### config.mk
export PLATFORM = sky130hd
export DESIGN_NAME = xor_framed_field_parser
export DESIGN_NICKNAME = d
export VERILOG_FILES = /design/src/xffp_pkg.sv /design/src/xffp_front.sv /design/src/xffp_queue.sv /design/src/xffp_back.sv /design/src/xor_framed_field_parser.sv
export SDC_FILE = /design/constraint.sdc
export NUM_CORES = 1
export LEC_CHECK = 0
export BUFFER_PORTS_ARGS = -buffer_cell sky130_fd_sc_hd__buf_4
export CAP_MARGIN = 25
export CORE_ASPECT_RATIO = 1.75
export CORE_MARGIN = 5
export CORE_UTILIZATION = 50
export CTS_CLUSTER_SIZE = 16
export DETAILED_ROUTE_END_ITERATION = 10
export PLACE_DENSITY = 0.69
export REMOVE_ABC_BUFFERS = 1
export SLEW_MARGIN = 20
export SYNTH_ARGS = -nofsm -noshare
export SYNTH_HDL_FRONTEND = slang
export SYNTH_SLANG_ARGS = --single-unit
export TNS_END_PERCENT = 20
### constraint.sdc
create_clock -name clock -period 34 [get_ports clock]
set_input_delay 0 -clock clock [delete_from_list [all_inputs] [get_ports clock]]
set_output_delay 0 -clock clock [all_outputs]
set_load 0.02 [all_outputs]
### src/xffp_pkg.sv
package xffp_pkg;

   // Buffer size used for the fixed-size view of the field characters.
   localparam int FIELD_BUF_CHARS = 13;
   localparam int BUF_VIEW = 16;
   localparam int FRAME_LEN_W = 10;
   localparam logic [FRAME_LEN_W-1:0] MAX_FRAME_LEN_RESET = 10'd256;

   // Control characters.
   localparam logic [7:0] CH_STX = 8'h02;
   localparam logic [7:0] CH_ETX = 8'h03;
   localparam logic [7:0] CH_US = 8'h1F;
   localparam logic [7:0] CH_SPACE = 8'h20;
   localparam logic [7:0] CH_A = 8'h41;
   localparam logic [31:0] TAN_ZEROS = 32'h3030_3030;

   // Result event codes.
   localparam logic [2:0] EV_FIELD = 3'd0;
   localparam logic [2:0] EV_ACK = 3'd1;
   localparam logic [2:0] EV_NAK = 3'd2;
   localparam logic [2:0] EV_ALARM = 3'd3;
   localparam logic [2:0] EV_STATUS = 3'd4;

   // Field kinds.
   localparam logic [2:0] K_TIME = 3'd0;
   localparam logic [2:0] K_DATE = 3'd1;
   localparam logic [2:0] K_TAN = 3'd2;
   localparam logic [2:0] K_TERM = 3'd3;
   localparam logic [2:0] K_BANK = 3'd4;
   localparam logic [2:0] K_ACCT = 3'd5;

   // Alarm codes.
   localparam logic [1:0] AL_DIAG = 2'd1;
   localparam logic [1:0] AL_START = 2'd2;
   localparam logic [1:0] AL_NEW_TAN = 2'd3;

   typedef logic [BUF_VIEW-1:0][7:0] buf_view_type;

   // One result word.
   typedef struct packed {
      logic [2:0] event_res;
      logic [2:0] field_kind;
      logic [3:0] field_len;
      logic [63:0] text_low;
      logic [15:0] text_high;
      logic [1:0] alarm_code;
   } res_type;

   // All results caused by one input byte.
   typedef struct packed {
      logic [1:0] count;
      res_type res0;
      res_type res1;
   } pair_type;

   // Non-field result word.
   function automatic res_type mk_event(input logic [2:0] ev, input logic [1:0] code);
      res_type r;
      r = '0;
      r.event_res = ev;
      r.alarm_code = code;
      return r;
   endfunction

   // Field result with characters reversed; start and len are constants at each call.
   function automatic res_type mk_field(input buf_view_type bv, input logic [2:0] kind,
                                        input int start, input int len);
      res_type r;
      logic [79:0] txt;
      txt = '0;
      for (int i = 0; i < 10; i++) begin
         if (i < len) begin
            txt[8*i +: 8] = bv[start + len - 1 - i];
         end
      end
      r = '0;
      r.event_res = EV_FIELD;
      r.field_kind = kind;
      r.field_len = 4'(len);
      r.text_low = txt[63:0];
      r.text_high = txt[79:64];
      return r;
   endfunction

   // Transaction number in buffer order, first character in the low byte.
   function automatic logic [31:0] tan_value(input buf_view_type bv, input int start,
                                             input int len);
      logic [31:0] v;
      v = '0;
      for (int k = 0; k < 4; k++) begin
         if (k < len) begin
            v[8*k +: 8] = bv[start + k];
         end
      end
      return v;
   endfunction

endpackage

### src/xffp_front.sv
module xffp_front
   import xffp_pkg::*;
#(
   parameter int FieldBufChars = FIELD_BUF_CHARS
) (
   input logic clock,
   input logic reset,
   input logic in_accept,
   input logic [7:0] rx_byte,
   input logic csr_write,
   input logic [FRAME_LEN_W-1:0] csr_data,
   output pair_type pair,
   output logic pair_push
);

   localparam int IdxW = $clog2(FieldBufChars);

   typedef enum logic [8:0] {
      ST_STX = 9'b000000001,
      ST_F1 = 9'b000000010,
      ST_F2 = 9'b000000100,
      ST_F3 = 9'b000001000,
      ST_F4 = 9'b000010000,
      ST_F5 = 9'b000100000,
      ST_F6 = 9'b001000000,
      ST_ETX = 9'b010000000,
      ST_CRC = 9'b100000000
   } state_type;

   typedef enum logic [1:0] {
      MK_DIAG = 2'd0,
      MK_START = 2'd1,
      MK_STATUS = 2'd2
   } msg_type;

   state_type state_ff, state_in;
   msg_type mk_ff, mk_in;
   logic [FRAME_LEN_W-1:0] max_len_ff;
   logic [7:0] chars_ff [FieldBufChars];
   logic [3:0] fcnt_ff, fcnt_in;
   logic [FRAME_LEN_W:0] frame_ff, frame_in;
   logic [7:0] xor_ff, xor_in;
   logic sw_ff, sw_in, ts_ff, ts_in;
   logic [31:0] ctan_ff, ctan_in, ptan_ff, ptan_in;
   logic [2:0] ctlen_ff, ctlen_in;
   logic [3:0] ptlen_ff, ptlen_in;
   logic wr_en;
   logic [IdxW-1:0] wr_idx;
   logic [7:0] wr_char;
   buf_view_type bv;
   logic [31:0] mask;
   logic tan_new;

   // Fixed-size view of the character buffer.
   always_comb begin
      bv = '0;
      for (int i = 0; i < FieldBufChars; i++) begin
         bv[i] = chars_ff[i];
      end
   end

   // Byte mask for the stored transaction number length.
   always_comb begin
      unique case (ctlen_ff)
         3'd0: mask = 32'h0000_0000;
         3'd1: mask = 32'h0000_00FF;
         3'd2: mask = 32'h0000_FFFF;
         3'd3: mask = 32'h00FF_FFFF;
         default: mask = 32'hFFFF_FFFF;
      endcase
   end

   assign wr_char = (rx_byte == 8'h00) ? CH_SPACE : rx_byte;

   // Parser: one byte per cycle while in_accept is high, up to two results.
   always_comb begin
      logic etx;
      state_in = state_ff;
      mk_in = mk_ff;
      fcnt_in = fcnt_ff;
      frame_in = frame_ff;
      xor_in = xor_ff;
      sw_in = sw_ff;
      ts_in = ts_ff;
      ctan_in = ctan_ff;
      ctlen_in = ctlen_ff;
      ptan_in = ptan_ff;
      ptlen_in = ptlen_ff;
      pair = '0;
      wr_en = 1'b0;
      wr_idx = '0;
      tan_new = 1'b0;
      etx = (rx_byte == CH_ETX);
      if (in_accept) begin
         // Overflowed frame is dropped before this byte.
         if (frame_in > {1'b0, max_len_ff}) begin
            fcnt_in = '0; frame_in = '0; xor_in = '0; sw_in = 1'b0; ts_in = 1'b0;
            state_in = ST_STX;
         end
         if (rx_byte == CH_STX) begin
            fcnt_in = '0; frame_in = '0; xor_in = '0; sw_in = 1'b0; ts_in = 1'b0;
            mk_in = MK_START;
            state_in = ST_F1;
         end else if (rx_byte == CH_US || etx) begin
            if (frame_in[FRAME_LEN_W] == 1'b0) begin
               frame_in = frame_in + 1'b1;
            end
            xor_in = xor_in ^ rx_byte;
            unique case (state_in)
               ST_F1: begin
                  if (fcnt_in == 4'd1 && bv[0] == CH_A) begin
                     sw_in = 1'b1; mk_in = MK_STATUS; state_in = ST_ETX;
                  end else if (fcnt_in == 4'd4) begin
                     pair.res0 = mk_field(bv, K_TIME, 0, 4); pair.count = 2'd1;
                     mk_in = MK_START; state_in = ST_F2;
                  end else if (fcnt_in == 4'd10) begin
                     pair.res0 = mk_field(bv, K_TIME, 0, 4);
                     pair.res1 = mk_field(bv, K_DATE, 4, 6); pair.count = 2'd2;
                     mk_in = MK_START; state_in = ST_F3;
                  end else if (fcnt_in == 4'd11) begin
                     pair.res0 = mk_field(bv, K_TIME, 0, 4);
                     pair.res1 = mk_field(bv, K_DATE, 5, 6); pair.count = 2'd2;
                     mk_in = MK_START; state_in = ST_F3;
                  end else begin
                     mk_in = MK_START; state_in = ST_ETX;
                  end
                  fcnt_in = '0;
               end
               ST_F2: begin
                  if (fcnt_in == 4'd6) begin
                     pair.res0 = mk_field(bv, K_DATE, 0, 6); pair.count = 2'd1;
                     state_in = ST_F3;
                  end else if (fcnt_in == 4'd9) begin
                     pair.res0 = mk_field(bv, K_DATE, 0, 6);
                     pair.res1 = mk_field(bv, K_TAN, 6, 3); pair.count = 2'd2;
                     ctan_in = tan_value(bv, 6, 3); ctlen_in = 3'd3; ts_in = 1'b1;
                     state_in = ST_F4;
                  end else if (fcnt_in == 4'd10) begin
                     pair.res0 = mk_field(bv, K_DATE, 0, 6);
                     pair.res1 = mk_field(bv, K_TAN, 7, 3); pair.count = 2'd2;
                     ctan_in = tan_value(bv, 7, 3); ctlen_in = 3'd3; ts_in = 1'b1;
                     state_in = ST_F4;
                  end else if (fcnt_in == 4'd11) begin
                     pair.res0 = mk_field(bv, K_DATE, 0, 6);
                     pair.res1 = mk_field(bv, K_TAN, 7, 4); pair.count = 2'd2;
                     ctan_in = tan_value(bv, 7, 4); ctlen_in = 3'd4; ts_in = 1'b1;
                     mk_in = MK_DIAG; state_in = ST_F4;
                  end else begin
                     state_in = ST_ETX;
                  end
                  fcnt_in = '0;
               end
               ST_F3: begin
                  if (fcnt_in == 4'd3) begin
                     pair.res0 = mk_field(bv, K_TAN, 0, 3); pair.count = 2'd1;
                     ctan_in = tan_value(bv, 0, 3); ctlen_in = 3'd3; ts_in = 1'b1;
                     mk_in = MK_START; state_in = ST_F4;
                  end else if (fcnt_in == 4'd4) begin
                     pair.res0 = mk_field(bv, K_TAN, 0, 4); pair.count = 2'd1;
                     ctan_in = tan_value(bv, 0, 4); ctlen_in = 3'd4; ts_in = 1'b1;
                     mk_in = MK_DIAG; state_in = ST_F4;
                  end else if (fcnt_in == 4'd10 || fcnt_in == 4'd11) begin
                     pair.res0 = mk_field(bv, K_TAN, 0, 4);
                     pair.res1 = (fcnt_in == 4'd10) ? mk_field(bv, K_TERM, 4, 6)
                                                    : mk_field(bv, K_TERM, 5, 6);
                     pair.count = 2'd2;
                     ctan_in = tan_value(bv, 0, 4); ctlen_in = 3'd4; ts_in = 1'b1;
                     mk_in = MK_DIAG; state_in = ST_ETX;
                  end else if (fcnt_in == 4'd12 || fcnt_in == 4'd13) begin
                     pair.res0 = mk_field(bv, K_TAN, 0, 3);
                     pair.res1 = (fcnt_in == 4'd12) ? mk_field(bv, K_BANK, 4, 8)
                                                    : mk_field(bv, K_BANK, 5, 8);
                     pair.count = 2'd2;
                     ctan_in = tan_value(bv, 0, 3); ctlen_in = 3'd3; ts_in = 1'b1;
                     mk_in = MK_START; state_in = ST_F6;
                  end else begin
                     mk_in = MK_START; state_in = ST_ETX;
                  end
                  fcnt_in = '0;
               end
               ST_F4: begin
                  if (fcnt_in == 4'd0) begin
                     mk_in = MK_START; state_in = ST_F5;
                  end else if (fcnt_in == 4'd6 && etx) begin
                     pair.res0 = mk_field(bv, K_TERM, 0, 6); pair.count = 2'd1;
                     mk_in = MK_DIAG; state_in = ST_CRC;
                  end else if (fcnt_in == 4'd8) begin
                     pair.res0 = mk_field(bv, K_BANK, 0, 8); pair.count = 2'd1;
                     mk_in = MK_START; state_in = ST_F6;
                  end else begin
                     mk_in = MK_START; state_in = ST_ETX;
                  end
                  fcnt_in = '0;
               end
               ST_F5: begin
                  if (fcnt_in == 4'd8) begin
                     pair.res0 = mk_field(bv, K_BANK, 0, 8); pair.count = 2'd1;
                     state_in = ST_F6;
                  end else begin
                     state_in = ST_ETX;
                  end
                  mk_in = MK_START;
                  fcnt_in = '0;
               end
               ST_F6: begin
                  if (etx && fcnt_in == 4'd10) begin
                     pair.res0 = mk_field(bv, K_ACCT, 0, 10); pair.count = 2'd1;
                     mk_in = MK_START; state_in = ST_CRC;
                  end
               end
               ST_ETX: begin
                  if (etx) begin
                     state_in = ST_CRC;
                  end
               end
               default: begin
               end
            endcase
         end else if (state_in != ST_CRC) begin
            // Ordinary character: count, checksum and buffer it.
            if (frame_in[FRAME_LEN_W] == 1'b0) begin
               frame_in = frame_in + 1'b1;
            end
            xor_in = xor_in ^ rx_byte;
            wr_en = ({1'b0, fcnt_in} < 5'(FieldBufChars));
            wr_idx = fcnt_in[IdxW-1:0];
            if (fcnt_in != 4'd15) begin
               fcnt_in = fcnt_in + 1'b1;
            end
         end else begin
            // Checksum byte: answer, then alarm or status request.
            pair.res0 = mk_event((xor_in == rx_byte) ? EV_ACK : EV_NAK, 2'd0);
            pair.count = 2'd1;
            if (mk_in == MK_DIAG) begin
               pair.res1 = mk_event(EV_ALARM, AL_DIAG); pair.count = 2'd2;
            end else if (mk_in == MK_START) begin
               tan_new = ts_in && (ctan_ff != (TAN_ZEROS & mask)) &&
                         !((ptlen_ff >= {1'b0, ctlen_ff}) && ((ptan_ff & mask) == ctan_ff));
               pair.res1 = mk_event(EV_ALARM, tan_new ? AL_NEW_TAN : AL_START);
               pair.count = 2'd2;
               if (tan_new) begin
                  ptan_in = ctan_ff; ptlen_in = {1'b0, ctlen_ff};
               end
            end else if (sw_in) begin
               pair.res1 = mk_event(EV_STATUS, 2'd0); pair.count = 2'd2;
            end
            fcnt_in = '0; frame_in = '0; xor_in = '0; sw_in = 1'b0; ts_in = 1'b0;
            state_in = ST_STX;
         end
      end
   end

   assign pair_push = in_accept && (pair.count != 2'd0);

   // Control and frame state.
   always_ff @(posedge clock) begin
      if (reset) begin
         state_ff <= ST_STX;
         mk_ff <= MK_DIAG;
         max_len_ff <= MAX_FRAME_LEN_RESET;
         fcnt_ff <= '0;
         frame_ff <= '0;
         xor_ff <= '0;
         sw_ff <= 1'b0;
         ts_ff <= 1'b0;
         ctan_ff <= '0;
         ctlen_ff <= '0;
         ptan_ff <= TAN_ZEROS;
         ptlen_ff <= 4'd10;
      end else begin
         state_ff <= state_in;
         mk_ff <= mk_in;
         if (csr_write) begin
            max_len_ff <= csr_data;
         end
         fcnt_ff <= fcnt_in;
         frame_ff <= frame_in;
         xor_ff <= xor_in;
         sw_ff <= sw_in;
         ts_ff <= ts_in;
         ctan_ff <= ctan_in;
         ctlen_ff <= ctlen_in;
         ptan_ff <= ptan_in;
         ptlen_ff <= ptlen_in;
      end
   end

   // Character buffer, written at the current field position.
   always_ff @(posedge clock) begin
      if (wr_en) begin
         chars_ff[wr_idx] <= wr_char;
      end
   end

endmodule

### src/xffp_queue.sv
module xffp_queue
   import xffp_pkg::*;
(
   input logic clock,
   input logic reset,
   input logic push,
   input pair_type push_data,
   input logic pop,
   output pair_type head,
   output logic not_empty,
   output logic full
);

   pair_type mem_ff [2];
   logic wr_ptr_ff, rd_ptr_ff;
   logic [1:0] count_ff;

   assign head = mem_ff[rd_ptr_ff];
   assign not_empty = (count_ff != 2'd0);
   assign full = (count_ff == 2'd2);

   // Two-entry queue of per-byte result groups.
   always_ff @(posedge clock) begin
      if (reset) begin
         wr_ptr_ff <= 1'b0;
         rd_ptr_ff <= 1'b0;
         count_ff <= '0;
      end else begin
         if (push) begin
            wr_ptr_ff <= ~wr_ptr_ff;
         end
         if (pop) begin
            rd_ptr_ff <= ~rd_ptr_ff;
         end
         count_ff <= count_ff + {1'b0, push} - {1'b0, pop};
      end
   end

   always_ff @(posedge clock) begin
      if (push) begin
         mem_ff[wr_ptr_ff] <= push_data;
      end
   end

endmodule

### src/xffp_back.sv
module xffp_back
   import xffp_pkg::*;
(
   input logic clock,
   input logic reset,
   input pair_type head,
   input logic head_valid,
   output logic pop,
   output logic rsp_valid,
   input logic rsp_stall,
   output res_type rsp_res,
   output logic rsp_last
);

   logic sel_ff;
   logic take;

   assign rsp_valid = head_valid;
   assign rsp_res = sel_ff ? head.res1 : head.res0;
   assign rsp_last = sel_ff || (head.count == 2'd1);
   assign take = head_valid && !rsp_stall;
   assign pop = take && rsp_last;

   // Walks through the one or two words of the head group.
   always_ff @(posedge clock) begin
      if (reset) begin
         sel_ff <= 1'b0;
      end else if (take) begin
         sel_ff <= !rsp_last;
      end
   end

endmodule

### src/xor_framed_field_parser.sv
// Results: each result word is registered in the two-entry result queue before output.
// Throughput: one byte per cycle; a byte that causes two words presents them on the output
// one after the other, and the two-entry result queue stalls input when full.
// Reset: synchronous, active high; parser waits for STX, frame length limit is 256,
// and the field character buffer holds no defined contents until written.
module xor_framed_field_parser
   import xffp_pkg::*;
#(
   parameter int FieldBufChars = FIELD_BUF_CHARS
) (
   input logic clock,
   input logic reset,
   input logic req_valid,
   output logic req_stall,
   input logic [7:0] req_rx_byte,
   input logic req_chunk_last,
   output logic rsp_valid,
   input logic rsp_stall,
   output logic [2:0] rsp_event_res,
   output logic [2:0] rsp_field_kind,
   output logic [3:0] rsp_field_len,
   output logic [63:0] rsp_text_low,
   output logic [15:0] rsp_text_high,
   output logic [1:0] rsp_alarm_code,
   output logic rsp_last,
   input logic csr_valid,
   output logic csr_ready,
   input logic [FRAME_LEN_W-1:0] csr_data
);

   pair_type pair, head;
   logic pair_push, pop, not_empty, full, in_accept;
   res_type res;

   assign req_stall = full;
   assign in_accept = req_valid && !req_stall;
   assign csr_ready = 1'b1;

   xffp_front #(.FieldBufChars(FieldBufChars)) u_front (
      .clock(clock),
      .reset(reset),
      .in_accept(in_accept),
      .rx_byte(req_rx_byte),
      .csr_write(csr_valid && csr_ready),
      .csr_data(csr_data),
      .pair(pair),
      .pair_push(pair_push)
   );

   xffp_queue u_queue (
      .clock(clock),
      .reset(reset),
      .push(pair_push),
      .push_data(pair),
      .pop(pop),
      .head(head),
      .not_empty(not_empty),
      .full(full)
   );

   xffp_back u_back (
      .clock(clock),
      .reset(reset),
      .head(head),
      .head_valid(not_empty),
      .pop(pop),
      .rsp_valid(rsp_valid),
      .rsp_stall(rsp_stall),
      .rsp_res(res),
      .rsp_last(rsp_last)
   );

   assign rsp_event_res = res.event_res;
   assign rsp_field_kind = res.field_kind;
   assign rsp_field_len = res.field_len;
   assign rsp_text_low = res.text_low;
   assign rsp_text_high = res.text_high;
   assign rsp_alarm_code = res.alarm_code;

endmodule

==> impl_metrics.toml, run 1 <==
[status]
status = "complete, no violations"

[clocking]
clockBufferDepth = 3
cts_tree = "done"
root_buffer = "clkbuf_16"
clk_latency_ns = 0.60
cts-resized-gates = 0
cts_setup_buffers = 0
ctsHoldBuffers = 41
clk_pin_slew_ns = 0.07
cts_buffers = 49
clock-sinks = 554
htree_levels = 2

[critical_path]
rr_endpoint = "u_queue.mem_ff[0][143]$_DFFE_PP_"
cp_common_cell = "buf_4"
path_buf_inv = 4
cpMaxStageDelayCell = "buf_4"
start_kind = "flop"
critPathKind = "reg -> reg"
crit_required_ns = 34.21
rrSetupSlack_ns = 27.55
r2r.worst_path.cells = 18
path_cells = "ha_1 > a21o_1 > a211oi_2 > o211a_1 > a221o_1 > buf_4 > and2_1 > inv_1 > ha_1 > or3b_2 > nand4_1 > o31a_1 > o211ai_1 > o21a_1 > a21o_1 > nor2b_4 > buf_4 > buf_4"
cp-end-kind = "flop"
cp.arrival_ns = 6.66
cpPeakStageDelay_ns = 0.80
path_max_fanout = 68
worstReg2RegStart = "u_front.frame_ff[8]$_SDFFE_PP0P_"
cpLargestDelayFamily = "compound AO/OA/AOI/OAI gates"

[logic_synthesis]
synthCells = 2149
ys.flop_type = "edfxtp_1"
synth_edf_count = 432
yosysSeqAreaShare_pct = 57.99
yosys_warnings = 0
postSynth.asyncResetShare_pct = 0
ys_types = 88
yosysTopAreaCellShare_pct = 48.80
synth_area_leaders = "edfxtp_1, dfxtp_1, mux4_2, mux2i_1, nand2_1"
ys_ff_latch = 554
syn_avg_cell_area_um2 = 12.37
syn-cell-area_mm2 = 0.02658
synth_area_leader_cell = "edfxtp_1"

[sta]
fin_tns_setup_ns = 0
max_slew_margin_pct = 25.09
rsz0062_at_grt = "no"
fmax_mhz = 155.0
worst_slack_ns = 27.55
max_slew.worst_pin.slew_ns = 1.122
min_period_ns = 6.451
hold_ws_ns = 0.2442
setup_viol = 0
slew_violations = 0
hold_viol = 0
finClkSkew_ns = 0.02478
finalCritPeriodShare_pct = 18.97

[detailed_routing]
wl_per_cell_um = 26.50
viasPerCell = 6.530
wirelength_um = 77630
vias = 19130
dr.pass1.iters = 6
ant_nets = 0
drt-initial-drc-count = 2231
drc = 0

[placement]
gp_congestion = 0.9637
hpwlAfterDp_um = 51260
placed_area_mm2 = 0.02803
place_worst_setup_slack_ns = 27.61
port_buffers = 117

[power]
p_int_w = 0.001038
p_sw_w = 0.0002811
peakVddDrop_mv = 0.03529
pwr_density_cell_mw_per_mm2 = 43.96
p_seq_share_pct = 55.4
swShare_pct = 21.30
power_frac_clock_pct = 42.0
p_leak_nw = 10.07
comb_power_share_pct = 2.7

[cells_and_area]
final_common_cell = "edfxtp_1"
drive_gt1_share_pct = 17.68
final_cell_area_mm2 = 0.03002
nets = 2256
fillers = 4269
n_antenna_cell = 0
area_growth_pct = 12.93
multiInputGateArea_mm2 = 0.01039
seq_area_mm2 = 0.01542
layout_common_cells = "edfxtp_1, nand2_1, nor2_1"

[floorplan]
rows = 111
core_mm2 = 0.05250
die_h_um = 315.0
io_pins = 120
die_w_um = 184.3
start_util_pct = 50.63
dieArea_mm2 = 0.05806

[flow_run]
drv_cap = 0

[grt]
grt_max_degree = 69
grt_pass1_vias = 19330
track_usage_pct = 26.44
grt_pass1_wl_um = 117700
antenna_found_initial = 0
grt_overflow = 0

[min_path]
hold-path-endpoint = "u_front.frame_ff[10]$_SDFFE_PP0P_"
hold_depth = 4
hold_path_class = "in -> reg"
hp-start = "req_valid"
==> flip-flops by register name (all words and copies together) (netlist names), 2 cells and up, named ones only <==
register            flops
u_front.max_len_ff     10
u_queue.count_ff        2
u_front.state_ff        9
u_front.fcnt_ff         4
u_front.ptan_ff        32
u_front.frame_ff       11
u_front.xor_ff          8
u_queue.mem_ff        328
u_front.mk_ff           2
u_front.ctlen_ff        2
u_front.chars_ff      104
u_front.ptlen_ff        4
u_front.ctan_ff        32
==> through the flow <==
step / power (W) / std cells / utilization, %
after floorplan: 0.0007577 / 1958 / -
after global placement: 0.0007742 / 2794 / 53.31
after detailed placement: 0.0007755 / 2797 / 53.39
after CTS: 0.001326 / 2929 / 57.18
after global routing: 0.001358 / 2929 / 57.18
final: 0.001320 / 2929 / 57.18
==> area by class of cell <==
cell class / instances / area share [%]
clock buffers: 65 / 4.706
clock inverters: 26 / 0.5627
inverters: 41 / 0.5127
multi-input cells: 1363 / 34.60
flip-flops and latches: 554 / 51.38
well taps: 678 / 2.826
repair buffers: 202 / 5.418
==> synth_stat cells (all sizes together) (6+ instances only) <==
cell type	number
and3	28
o22ai	21
o2111ai	6
mux2i	141
edfxtp	432
nor2	184
a32oi	28
nand2	204
nand2b	14
a31o	26
o221ai	26
a211oi	10
a221o	6
o32ai	6
nor2b	12
o211ai	16
clkbuf	115
and2	10
buf	76
a22o	24
a222oi	13
a21oi	97
a31oi	35
nor4	27
a2111oi	27
xnor2	11
a22oi	44
inv	40
o21ai	63
nand4	18
ha	21
dfxtp	122
nand3	39
a221oi	16
mux4	72
nor3	39
or3	9
==> kinds of logic after synthesis <==
family	synth area share (%)
and+or+nand+nor	11.23
DFF	57.99
AOI/OAI and AO/OA	14.14
buffers and inverters	3.695
muxes	11.41
adders and majority gates	0.9885
xor gates and xnor gates	0.5272
other	0.01411
==> worst reg2reg max path: cells and delay by family, from the launching register on <==
family	cells	cell delay, ns
fa+ha+maj	2	0.64
buf+inv	4	1.94
compound gates	8	2.05
flops	1	0.41
simple gates	4	0.98
==> worst max-delay path by stage <==
stage / startpoint / end / slack, ns / cells after the start
after floorplan: u_front.frame_ff[8]$_SDFFE_PP0P_ / u_queue.mem_ff[0][0]$_DFFE_PP_ / 22.18 / 14
after global placement: u_front.frame_ff[8]$_SDFFE_PP0P_ / u_queue.mem_ff[0][117]$_DFFE_PP_ / 27.74 / 18
after detailed placement: u_front.frame_ff[8]$_SDFFE_PP0P_ / u_queue.mem_ff[0][117]$_DFFE_PP_ / 27.61 / 18
after CTS: u_front.frame_ff[8]$_SDFFE_PP0P_ / u_queue.mem_ff[0][73]$_DFFE_PP_ / 27.59 / 18
after global routing: u_front.max_len_ff[8]$_SDFFE_PP1P_ / u_queue.mem_ff[0][149]$_DFFE_PP_ / 27.28 / 19
final: u_front.frame_ff[8]$_SDFFE_PP0P_ / u_queue.mem_ff[0][143]$_DFFE_PP_ / 27.55 / 18
==> layer usage <==
metal	wire length, um	global-route usage [%]	vias up
met3	4995	3.844	265
met5	0	0	-
li1	-	-	8469
met1	27740	30.95	9473
met4	5263	15.24	0
met2	39630	45.99	920
==> power by group through the flow <==
stage	Combinational [W]	Clock, W	Sequential (W)
global route	0.0000384	0.000590	0.000730
global placement	0.0000294	0	0.000745
CTS	0.0000346	0.000562	0.000730
finish	0.0000355	0.000554	0.000730
detailed placement	0.0000305	0	0.000745
floorplan	0.0000149	0	0.000743
(Power assumes the default switching activity.)
==> inputs of run 2 (changes only) <==
--- a/config.mk
+++ b/config.mk
@@ -12,7 +12,7 @@
 export CORE_UTILIZATION = 50
 export CTS_CLUSTER_SIZE = 16
 export DETAILED_ROUTE_END_ITERATION = 10
-export PLACE_DENSITY = 0.69
+export PLACE_DENSITY = 0.72
 export REMOVE_ABC_BUFFERS = 1
 export SLEW_MARGIN = 20
 export SYNTH_ARGS = -nofsm -noshare
==> constraint.sdc (replaced) <==
create_clock -name clock -period 5.6 [get_ports clock]
set_input_delay 0 -clock clock [delete_from_list [all_inputs] [get_ports clock]]
set_output_delay 0 -clock clock [all_outputs]
set_load 0.02 [all_outputs]
==> run 2 against run 1 <==
Effect of this change:
- hold slack lost 0.14 ns
- fmax grew 23%
- flip-flop and latch count is the same
- combinational power grew to 5.9 times the previous value
- register-to-register slack lost 27 ns
- power grew to 6.2 times the previous value
- clock skew grew 0.0047 ns
- critical path depth shrank 3
- sequential power grew to 6.1 times the previous value
- clock power grew to 6.3 times the previous value
- via count grew 2.3%
- critical endpoint is now u_queue.mem_ff[1][43]$_DFFE_PP_
- highest routed layer unchanged
==> impl_metrics.toml, run 2 (same netlist as run 1, synthesis figures left out) <==
[grt]
track_usage_pct = 26.95
met3_usage_pct = 4.075
antenna_found_initial = 0
grt_max_degree = 69
grtUsageMet2_pct = 46.95
grt_pass1_wl_um = 119600
grt_use_met1_pct = 30.36
grt_pass1_vias = 19870
top_usage_layer = "met2"
grt_overflow = 0

[critical_path]
start_kind = "flop"
rr_endpoint = "u_queue.mem_ff[1][43]$_DFFE_PP_"
worstReg2RegStart = "u_front.frame_ff[8]$_SDFFE_PP0P_"
cp-end-kind = "flop"
cp.arrival_ns = 5.50
path_max_fanout = 35
critPathKind = "reg -> reg"
crit_required_ns = 5.87
rrSetupSlack_ns = 0.38
r2r.worst_path.cells = 15

[min_path]
hold-path-endpoint = "u_front.frame_ff[8]$_SDFFE_PP0P_"
hp-start = "req_valid"
hold_depth = 5
hold_path_class = "in -> reg"

[placement]
placedCellCount = 2816
gp_congestion = 0.9671
hpwlAfterDp_um = 52250
port_buffers = 117

[floorplan]
io_pins = 120
start_util_pct = 50.63
dieArea_mm2 = 0.05806
die_w_um = 184.3
core_mm2 = 0.05250
rows = 111
die_h_um = 315.0

[cells_and_area]
fillers = 4216
regMostFlops = "u_queue.mem_ff"
drive_gt1_share_pct = 18.34
layout_common_cells = "edfxtp_1, nand2_1, nor2_1"
n_antenna_cell = 0
largest_register_ffs = 328
final_common_cell = "edfxtp_1"
reg.largest.list = "u_queue.mem_ff x328, u_front.chars_ff x104"
layoutNonFillerInstCount = 2941
nets = 2268
area_growth_pct = 13.81

[detailed_routing]
drc = 0
vias = 19570
wl_per_cell_um = 26.91
dr.pass1.iters = 8
viasPerCell = 6.652
wirelength_um = 79140
drt-initial-drc-count = 1981
ant_nets = 0

[clocking]
clk_latency_ns = 0.60
clockBufferDepth = 3
htree_levels = 2
cts_setup_buffers = 0
cts-resized-gates = 0
clock-sinks = 554
cts_buffers = 49
root_buffer = "clkbuf_16"
clk_pin_slew_ns = 0.07
cts_tree = "done"

[status]
status = "complete, no violations"

[sta]
hold_viol = 0
finClkSkew_ns = 0.02951
rsz0062_at_grt = "no"
max_slew_margin_pct = 24.81
slew_violations = 0
max_slew.worst_pin.slew_ns = 1.128
finalCritPeriodShare_pct = 93.29
fmax_mhz = 191.4
hold_ws_ns = 0.1032
setup_viol = 0
min_period_ns = 5.224

[power]
pwr_density_cell_mw_per_mm2 = 268.4
p_leak_nw = 10.18
peakVddDrop_mv = 0.2107

[flow_run]
drv_cap = 0
run 2: cell types whose count changed in the layout (fill, tap and decap cells not counted), moves of 5 or more:
cell,before,now
buf_12,0,9
buf_4,159,172
bufinv_16,1,6
dlygate4sd3_1,41,31
run 2: area by class of cell:
cell class | count | area (um^2) | area share (%)
timing repair buffer | 214 | 1821 | 6.017
clock buffer | 59 | 1304 | 4.309
tap | 678 | 848.3 | 2.804
inverter | 41 | 153.9 | 0.5087
clock inverter | 32 | 335.3 | 1.108
sequential | 554 | 15420 | 50.98
multi-input combinational | 1363 | 10370 | 34.28
run 2: per-layer routing:
layer | routed length (um) | up-vias | share of wire [%]
met4 | 6093 | 0 | 7.7
met1 | 27310 | 9748 | 35
li1 | - | 8503 | -
met3 | 5290 | 318 | 6.7
met5 | 0 | - | 0
met2 | 40440 | 996 | 51
run 2: power by group:
part	internal [W]	switching [W]	total, W
Sequential	0.00440	0.0000334	0.00443
Clock	0.00195	0.00153	0.00348
Combinational	0.0000711	0.000138	0.000209
run 2: worst max path at each step:
stage | endpoint | depth (start not counted) | slack, ns | start
after floorplan | u_queue.mem_ff[0][0]$_DFFE_PP_ | 14 | -6.22 | u_front.frame_ff[8]$_SDFFE_PP0P_
after global placement | u_queue.mem_ff[1][101]$_DFFE_PP_ | 16 | 0.56 | u_front.max_len_ff[8]$_SDFFE_PP1P_
after detailed placement | u_queue.mem_ff[1][149]$_DFFE_PP_ | 15 | 0.45 | u_front.frame_ff[8]$_SDFFE_PP0P_
after CTS | u_queue.mem_ff[1][43]$_DFFE_PP_ | 15 | 0.41 | u_front.frame_ff[8]$_SDFFE_PP0P_
after global routing | u_queue.mem_ff[1][67]$_DFFE_PP_ | 15 | 0.10 | u_front.frame_ff[8]$_SDFFE_PP0P_
final | u_queue.mem_ff[1][43]$_DFFE_PP_ | 15 | 0.38 | u_front.frame_ff[8]$_SDFFE_PP0P_
run 2: metrics by stage:
step	total power (W)	TNS (ns)	setup slack [ns]	utilization, %	area (um^2)
detailed placement	0.004709	0	0.4544	53.81	28250
CTS	0.008173	0	0.4079	57.52	30200
global route	0.008375	0	0.1007	57.63	30250
floorplan	0.004600	-1187.80	-6.225	-	25750
finish	0.008119	0	0.3758	57.63	30250
global placement	0.004702	0	0.5606	53.77	28230
run 2: critical path: stages (launching register included):
cell	delay, ns
dfxtp_1	0.35
ha_1	0.32
a21o_1	0.17
a211oi_2	0.42
o211a_1	0.29
a221o_1	0.23
and2_1	0.23
inv_1	0.17
ha_1	0.34
and3b_1	0.29
o32ai_2	0.46
a221o_1	0.30
o21a_1	0.14
a21o_1	0.18
and2_4	0.68
buf_12	0.29
run 2: what timing repair did:
item                       CTS  global route
setup endpoints to repair    0             0
hold buffers                31             0
hold endpoints to repair   133             0
